[src/ccpm_pkg.sv]
// Package for the contrast curve pixel map: widths, constants and the
// payload types that travel down the divider chain.
// No dependencies.
`default_nettype none

package ccpm_pkg;

  // Width of one pixel channel.
  localparam int unsigned PixW = 8;
  // Number of channels that go through the curve (blue, green, red).
  localparam int unsigned NumLanes = 3;
  // One quotient bit per chain cell; the quotient always fits in a channel.
  localparam int unsigned DivSteps = PixW;
  // Full-scale channel value.
  localparam logic [PixW-1:0] FullScale = 8'd255;
  // Most negative contrast code, and the value it is clamped to.
  localparam logic [PixW-1:0] LevelMinCode = 8'h80;
  localparam logic [PixW-1:0] LevelClamp = 8'h81;

  // Per-channel working state of a division in flight.
  typedef struct packed {
    logic [PixW-1:0] rem;     // partial remainder, always below the divisor
    logic [PixW-1:0] bits;    // unused dividend bits, shifted out as quotient bits enter
    logic            sat;     // result is forced to a rail
    logic            sat_hi;  // rail is full scale when set, zero otherwise
  } ccpm_lane_t;

  // Everything one pixel carries from cell to cell.
  typedef struct packed {
    ccpm_lane_t [NumLanes-1:0] lane;
    logic [PixW-1:0]           den;    // shared divisor of the three channels
    logic [PixW-1:0]           off;    // offset added to the quotient
    logic [PixW-1:0]           alpha;  // passes untouched
  } ccpm_work_t;

endpackage

`default_nettype wire

[src/ccpm_front.sv]
// Front cell of the contrast curve: clamps the contrast level, picks the
// curve segment per channel and forms dividend, divisor and offset.
// Depends on ccpm_pkg.
`default_nettype none

module ccpm_front (
  input  wire logic                                           clk_i,
  input  wire logic                                           rst_ni,
  input  wire logic [ccpm_pkg::PixW-1:0]                      level_i,
  input  wire logic                                           valid_i,
  output logic                                                ready_o,
  input  wire logic [ccpm_pkg::NumLanes-1:0][ccpm_pkg::PixW-1:0] pix_i,
  input  wire logic [ccpm_pkg::PixW-1:0]                      alpha_i,
  output logic                                                valid_o,
  input  wire logic                                           ready_i,
  output ccpm_pkg::ccpm_work_t                                work_o
);

  logic                                valid_q;
  ccpm_pkg::ccpm_work_t                work_d, work_q;
  logic [ccpm_pkg::PixW-1:0]           level_c;
  logic                                pos;
  logic [ccpm_pkg::PixW-1:0]           mag;
  logic [ccpm_pkg::PixW-1:0]           hi_edge;
  logic [ccpm_pkg::PixW-1:0]           factor;
  logic [ccpm_pkg::NumLanes-1:0][ccpm_pkg::PixW-1:0]   mult_a;
  logic [ccpm_pkg::NumLanes-1:0][2*ccpm_pkg::PixW-1:0] prod;

  // Clamp the level and derive the values shared by all three channels.
  always_comb begin
    level_c = (level_i == ccpm_pkg::LevelMinCode) ? ccpm_pkg::LevelClamp : level_i;
    pos     = !level_c[ccpm_pkg::PixW-1] && (level_c != '0);
    mag     = ccpm_pkg::PixW'(0) - level_c;
    hi_edge = ccpm_pkg::FullScale - level_c;
    // Flattening (and identity): v * (255 + 2c) / 255 - c.
    // Steepening: 255 * (v - c) / (255 - 2c).
    if (pos) begin
      factor = ccpm_pkg::FullScale;
    end else begin
      factor = ccpm_pkg::FullScale - {mag[ccpm_pkg::PixW-2:0], 1'b0};
    end
  end

  // Per-channel segment choice and dividend product.
  always_comb begin
    work_d       = work_q;
    work_d.alpha = alpha_i;
    if (pos) begin
      work_d.den = ccpm_pkg::FullScale - {level_c[ccpm_pkg::PixW-2:0], 1'b0};
      work_d.off = '0;
    end else begin
      work_d.den = ccpm_pkg::FullScale;
      work_d.off = mag;
    end
    for (int i = 0; i < ccpm_pkg::NumLanes; i++) begin
      mult_a[i] = pos ? (pix_i[i] - level_c) : pix_i[i];
      prod[i]   = (2*ccpm_pkg::PixW)'(mult_a[i]) * (2*ccpm_pkg::PixW)'(factor);
      work_d.lane[i].rem    = prod[i][2*ccpm_pkg::PixW-1:ccpm_pkg::PixW];
      work_d.lane[i].bits   = prod[i][ccpm_pkg::PixW-1:0];
      work_d.lane[i].sat    = 1'b0;
      work_d.lane[i].sat_hi = 1'b0;
      if (pos && (pix_i[i] < level_c)) begin
        work_d.lane[i].sat  = 1'b1;
        work_d.lane[i].rem  = '0;
        work_d.lane[i].bits = '0;
      end else if (pos && (pix_i[i] >= hi_edge)) begin
        work_d.lane[i].sat    = 1'b1;
        work_d.lane[i].sat_hi = 1'b1;
        work_d.lane[i].rem    = '0;
        work_d.lane[i].bits   = '0;
      end
    end
  end

  // The stage takes a new pixel whenever it is empty or its content moves on.
  assign ready_o = !valid_q || ready_i;

  always_ff @(posedge clk_i or negedge rst_ni) begin
    if (!rst_ni) begin
      valid_q <= 1'b0;
    end else if (ready_o) begin
      valid_q <= valid_i;
    end
  end

  always_ff @(posedge clk_i) begin
    if (valid_i && ready_o) begin
      work_q <= work_d;
    end
  end

  assign valid_o = valid_q;
  assign work_o  = work_q;

endmodule

`default_nettype wire

[src/ccpm_div_cell.sv]
// One cell of the restoring divider chain: produces one quotient bit for
// each channel and hands the pixel to the next cell.
// Depends on ccpm_pkg.
`default_nettype none

module ccpm_div_cell (
  input  wire logic                 clk_i,
  input  wire logic                 rst_ni,
  input  wire logic                 valid_i,
  output logic                      ready_o,
  input  wire ccpm_pkg::ccpm_work_t work_i,
  output logic                      valid_o,
  input  wire logic                 ready_i,
  output ccpm_pkg::ccpm_work_t      work_o
);

  logic                                                valid_q;
  ccpm_pkg::ccpm_work_t                                work_d, work_q;
  logic [ccpm_pkg::NumLanes-1:0][ccpm_pkg::PixW:0]     trial;
  logic [ccpm_pkg::NumLanes-1:0][ccpm_pkg::PixW:0]     diff;
  logic [ccpm_pkg::NumLanes-1:0]                       fits;

  // Shift in the next dividend bit and subtract the divisor where it fits.
  // The remainder stays below the divisor, so the difference fits a channel.
  always_comb begin
    work_d = work_i;
    for (int i = 0; i < ccpm_pkg::NumLanes; i++) begin
      trial[i] = {work_i.lane[i].rem, work_i.lane[i].bits[ccpm_pkg::PixW-1]};
      diff[i]  = trial[i] - {1'b0, work_i.den};
      fits[i]  = trial[i] >= {1'b0, work_i.den};
      work_d.lane[i].rem  = fits[i] ? diff[i][ccpm_pkg::PixW-1:0]
                                    : trial[i][ccpm_pkg::PixW-1:0];
      work_d.lane[i].bits = {work_i.lane[i].bits[ccpm_pkg::PixW-2:0], fits[i]};
    end
  end

  assign ready_o = !valid_q || ready_i;

  always_ff @(posedge clk_i or negedge rst_ni) begin
    if (!rst_ni) begin
      valid_q <= 1'b0;
    end else if (ready_o) begin
      valid_q <= valid_i;
    end
  end

  always_ff @(posedge clk_i) begin
    if (valid_i && ready_o) begin
      work_q <= work_d;
    end
  end

  assign valid_o = valid_q;
  assign work_o  = work_q;

endmodule

`default_nettype wire

[src/contrast_curve_pixel_map.sv]
// Top level of the contrast curve pixel map: contrast register, front cell,
// divider chain and output register.
// Depends on ccpm_pkg, ccpm_front and ccpm_div_cell.
//
//   channel   signals                          direction  notes
//   -------   -------------------------------  ---------  -------------------------
//   pixel in  in_valid_i / in_ready_o, *_in_i  input      blue, green, red, alpha
//   pixel out out_valid_o / out_ready_i, *_out_o output   mapped channels, alpha
//   config    cfg_we_i, cfg_wdata_i            input      signed contrast level
//
// One pixel transaction is accepted per clock unless a stall has filled the chain.
// A pixel passes ten registers: the front cell, eight divider cells (one quotient
// bit each) and the output register.
// Every stage holds one pixel and loads whenever it is empty or drained, so a
// stall at the output fills the bubbles in the chain before input stops.
// Reset clears all valid flags and sets the contrast level to zero (identity).
`default_nettype none

module contrast_curve_pixel_map (
  input  wire logic       clk_i,
  input  wire logic       rst_ni,
  input  wire logic       cfg_we_i,
  input  wire logic [7:0] cfg_wdata_i,
  input  wire logic       in_valid_i,
  output logic            in_ready_o,
  input  wire logic [7:0] blue_in_i,
  input  wire logic [7:0] green_in_i,
  input  wire logic [7:0] red_in_i,
  input  wire logic [7:0] alpha_in_i,
  output logic            out_valid_o,
  input  wire logic       out_ready_i,
  output logic [7:0]      blue_out_o,
  output logic [7:0]      green_out_o,
  output logic [7:0]      red_out_o,
  output logic [7:0]      alpha_out_o
);

  logic [ccpm_pkg::PixW-1:0]                         level_q;
  logic [ccpm_pkg::NumLanes-1:0][ccpm_pkg::PixW-1:0] pix_in;
  ccpm_pkg::ccpm_work_t                              work_s  [ccpm_pkg::DivSteps+1];
  logic                                              valid_s [ccpm_pkg::DivSteps+1];
  logic                                              ready_s [ccpm_pkg::DivSteps+1];
  logic                                              out_valid_q;
  logic [ccpm_pkg::NumLanes-1:0][ccpm_pkg::PixW-1:0] chan_d, chan_q;
  logic [ccpm_pkg::PixW-1:0]                         alpha_q;

  // Contrast register.
  always_ff @(posedge clk_i or negedge rst_ni) begin
    if (!rst_ni) begin
      level_q <= '0;
    end else if (cfg_we_i) begin
      level_q <= cfg_wdata_i;
    end
  end

  assign pix_in = {red_in_i, green_in_i, blue_in_i};

  // Front cell: segment choice and dividend product.
  ccpm_front u_front (
    .clk_i   (clk_i),
    .rst_ni  (rst_ni),
    .level_i (level_q),
    .valid_i (in_valid_i),
    .ready_o (in_ready_o),
    .pix_i   (pix_in),
    .alpha_i (alpha_in_i),
    .valid_o (valid_s[0]),
    .ready_i (ready_s[0]),
    .work_o  (work_s[0])
  );

  // Divider chain, one quotient bit per cell.
  for (genvar k = 0; k < ccpm_pkg::DivSteps; k++) begin : g_cell
    ccpm_div_cell u_cell (
      .clk_i   (clk_i),
      .rst_ni  (rst_ni),
      .valid_i (valid_s[k]),
      .ready_o (ready_s[k]),
      .work_i  (work_s[k]),
      .valid_o (valid_s[k+1]),
      .ready_i (ready_s[k+1]),
      .work_o  (work_s[k+1])
    );
  end

  // Final value: a rail, or the quotient plus the flattening offset.
  always_comb begin
    for (int i = 0; i < ccpm_pkg::NumLanes; i++) begin
      if (work_s[ccpm_pkg::DivSteps].lane[i].sat) begin
        chan_d[i] = {ccpm_pkg::PixW{work_s[ccpm_pkg::DivSteps].lane[i].sat_hi}};
      end else begin
        chan_d[i] = work_s[ccpm_pkg::DivSteps].lane[i].bits
                  + work_s[ccpm_pkg::DivSteps].off;
      end
    end
  end

  // Output register.
  assign ready_s[ccpm_pkg::DivSteps] = !out_valid_q || out_ready_i;

  always_ff @(posedge clk_i or negedge rst_ni) begin
    if (!rst_ni) begin
      out_valid_q <= 1'b0;
    end else if (ready_s[ccpm_pkg::DivSteps]) begin
      out_valid_q <= valid_s[ccpm_pkg::DivSteps];
    end
  end

  always_ff @(posedge clk_i) begin
    if (valid_s[ccpm_pkg::DivSteps] && ready_s[ccpm_pkg::DivSteps]) begin
      chan_q  <= chan_d;
      alpha_q <= work_s[ccpm_pkg::DivSteps].alpha;
    end
  end

  assign out_valid_o = out_valid_q;
  assign blue_out_o  = chan_q[0];
  assign green_out_o = chan_q[1];
  assign red_out_o   = chan_q[2];
  assign alpha_out_o = alpha_q;

endmodule

`default_nettype wire

[config.mk]
export PLATFORM = sky130hd
export DESIGN_NAME = contrast_curve_pixel_map
export DESIGN_NICKNAME = d
export VERILOG_FILES = /design/src/ccpm_pkg.sv /design/src/ccpm_front.sv /design/src/ccpm_div_cell.sv /design/src/contrast_curve_pixel_map.sv
export SDC_FILE = /design/constraint.sdc
export NUM_CORES = 2
export LEC_CHECK = 0
export ABC_AREA = 1
export BUFFER_PORTS_ARGS = -buffer_cell sky130_fd_sc_hd__buf_2
export CAP_MARGIN = 30
export CORE_AREA = 3 3 285 287
export CTS_BUF_LIST = sky130_fd_sc_hd__clkbuf_2
export CTS_CLUSTER_DIAMETER = 120
export CTS_CLUSTER_SIZE = 10
export DETAILED_ROUTE_END_ITERATION = 8
export DIE_AREA = 0 0 288 290
export HOLD_SLACK_MARGIN = 0.08
export MAX_ROUTING_LAYER = met4
export PLACE_DENSITY = 0.79
export SLEW_MARGIN = 10
export SYNTH_ARGS = -nofsm -noshare
export SYNTH_HDL_FRONTEND = slang
export SYNTH_HIERARCHICAL = 1
export SYNTH_SLANG_ARGS = --single-unit
[constraint.sdc]
create_clock -name clk_i -period 5.7 [get_ports clk_i]
set_clock_uncertainty 0.2 [all_clocks]
set_input_delay 0.285 -clock clk_i [delete_from_list [all_inputs] [get_ports clk_i]]
set_output_delay 0.285 -clock clk_i [all_outputs]
set_load 0.01 [all_outputs]
==> summary.txt <==
Drt wl/cell: 16.5 um
Mapped Area: 45400 sq um
Tot GR Track Use: 25.0%
Largest net degree at the start of global routing: 79
Layout Nets: 5732
Max-Cap Viols: 0
Final wirelength: 103000 um
Die Y: 290 um
Area occupied by registers: 21500 sq um
PnR worst setup slack: -0.275 ns
Multi-input logic area: 21500 sq um
Clk sinks: 719
Reg2Reg Depth: 31
GRT Residual Overflow: 0
Syn_area_per_cell: 9.46 sq um
Antenna-violating nets left: 0
Crit path max-delay cell type: fa_1
RR Endpoint: u_front/work_o[41]$_SDFFCE_PP0P_
Setup Crit Path Kind: flop to flop
Violated checks: negative setup slack
Crit-path max cell delay: 0.55 ns
Post-DP HPWL: 77200 um
Status: complete, but fails checks
Worst relative slew slack: 38.3%
Tightest Pin Transition: 0.924 ns
Total CTS buffers: 81
CP Capture Point: u_front/work_o[41]$_SDFFCE_PP0P_
Antenna violations before repair: 4
Rows: 103
Vias: 32683
RR Startpoint: level_q[7]$_DFFE_PN0P_
Final hold viol count: 0
Unrepaired setup endpoints after global routing: yes
F_max: 167 MHz
Pins Over Slew Limit: 0
CP required: 6.42 ns
1st-iter DRT viols: 1924
Tmin final: 5.97 ns
Clock Latency Late Sink: 1.27 ns
Core ar.: 78900 sq um
I/O pin cnt: 79
Warnings, synthesis: 6
Remaining DRCs: 0
Via density: 5.22
Area Growth Syn to Fin: 12.3%
DIE WIDTH: 288 um
Root Driver: clkbuf_2
Initial Utilization: 57.6%
Worst R2R Setup Slack: -0.27 ns
TritonCTS clock tree: built
Worst Setup End Kind: flop
Worst Setup SP: level_q[7]$_DFFE_PN0P_
Final period util: 105%
Worst-path clk slew: 0.24 ns
Worst hold path type: flop to flop
Total die area: 83500 sq um
RD Place Congestion: 0.938
Share of cells above drive strength 1: 17.1%
Syn nets: 5353
Crit path max fanout: 5
Worst Path Arrival: 6.70 ns
Layout fillers: 6211
Number of global-route vias before repair: 32359
First-pass iteration count of the detailed router: 5
Setup TNS: -5.46 ns
Final Setup Violations: 26
Cells after synthesis: 4803
Critical Path Start Type: flop
Max Root-Sink Buffers: 3
First-pass GRT wire length: 161000 um
Port Buf Inserts: 78
CTS H-tree lvls: 3
[flip-flops by register name, indices dropped and copies added (netlist names)]
| name | flops |
|---|---|
| green_out_o | 8 |
| g_cell.u_cell/valid_o | 8 |
| out_valid_o | 1 |
| u_front/work_o | 77 |
| alpha_out_o | 8 |
| red_out_o | 8 |
| level_q | 8 |
| blue_out_o | 8 |
| u_front/valid_o | 1 |
| g_cell.u_cell/work_o | 592 |
[final cells by class]
| type | count | share of cell area [%] |
|---|---|---|
| timing repair buffer | 341 | 5.44 |
| antenna | 7 | 0.0343 |
| clock buffer | 105 | 1.03 |
| inverter | 872 | 6.50 |
| tap | 1050 | 2.58 |
| sequential | 719 | 42.1 |
| clock inverter | 6 | 0.142 |
| multi-input combinational | 3167 | 42.1 |
[through the flow]
step           cell area, sq um  hold slack (ns)  utilization, %  worst slack [ns]  instances
2_1_floorplan             45400           -0.211               -           0.00364       4803
3_3_place_gp              47800           0.0599            60.6           -0.0144       6005
3_5_place_dp              47800           0.0723            60.6            -0.123       6005
4_1_cts                   50000           0.0956            63.4          -0.00626       6231
5_1_grt                   51000           0.0669            64.7            -0.520       6264
6_report                  51000            0.115            64.7            -0.275       6267
[metal layers]
metal  vias up  track usage (%)  share of wire, %
met5         -                -                 0
met4         0             10.9               4.5
met3       295             3.24               5.0
met2       916             43.9                51
met1     15242             28.5                39
li1      16230                -                 -
[worst min-delay path by stage]
stage          slack (ns)                                   from                               endpoint  depth (start not counted)
6_report             0.12  g_cell[0].u_cell/work_o[42]$_DFFE_PP_  g_cell[1].u_cell/work_o[42]$_DFFE_PP_                          0
3_3_place_gp         0.06                                 rst_ni                 level_q[0]$_DFFE_PN0P_                          1
5_1_grt              0.07  g_cell[0].u_cell/work_o[42]$_DFFE_PP_  g_cell[1].u_cell/work_o[42]$_DFFE_PP_                          0
2_1_floorplan       -0.21                                 rst_ni   g_cell[0].u_cell/valid_o$_DFFE_PN0N_                          0
3_5_place_dp         0.07                                 rst_ni                 level_q[7]$_DFFE_PN0P_                          1
4_1_cts               0.1  g_cell[1].u_cell/work_o[45]$_DFFE_PP_  g_cell[2].u_cell/work_o[46]$_DFFE_PP_                          0
[worst max-delay path, delay by kind of cell (launching register included)]
family / cells / cell delay [ns]
adder cells (fa/ha/maj): 6 / 2.53
AND/OR/NAND/NOR: 16 / 1.67
buffers and inverters: 9 / 0.83
flip-flops: 1 / 0.45
[repair_timing]
action,4_1_cts,5_1_grt
cloned,0,1
buffers inserted,24,27
pin swaps,69,155
hold endpoints to repair,287,3
setup endpoints to repair,28,31
gates resized for setup,109,212
hold buffers,92,3
[cells in the final DEF, fill, tap and decap left out, types with 15 or more instances in the layout]
master and instances:
ha_1 338, nand3_2 33, dlygate4sd3_1 95, xnor2_1 33
nand2_2 133, nor2_1 251, nor2_2 38, inv_1 788
ha_4 30, fa_1 125, inv_2 72, buf_2 78
nor2_4 37, edfxtp_1 701, nand2_1 1310, a21oi_2 15
nand4_1 50, nand3b_1 20, clkbuf_2 105, nand2_4 56
a21oi_1 103, xor2_1 58, dfrtp_1 18, buf_4 144
a21oi_4 15, nand3_1 377
Power is left out: the tool's default activity adds up to more than one toggle a clock period on the data nets, which glitch-free logic cannot reach.
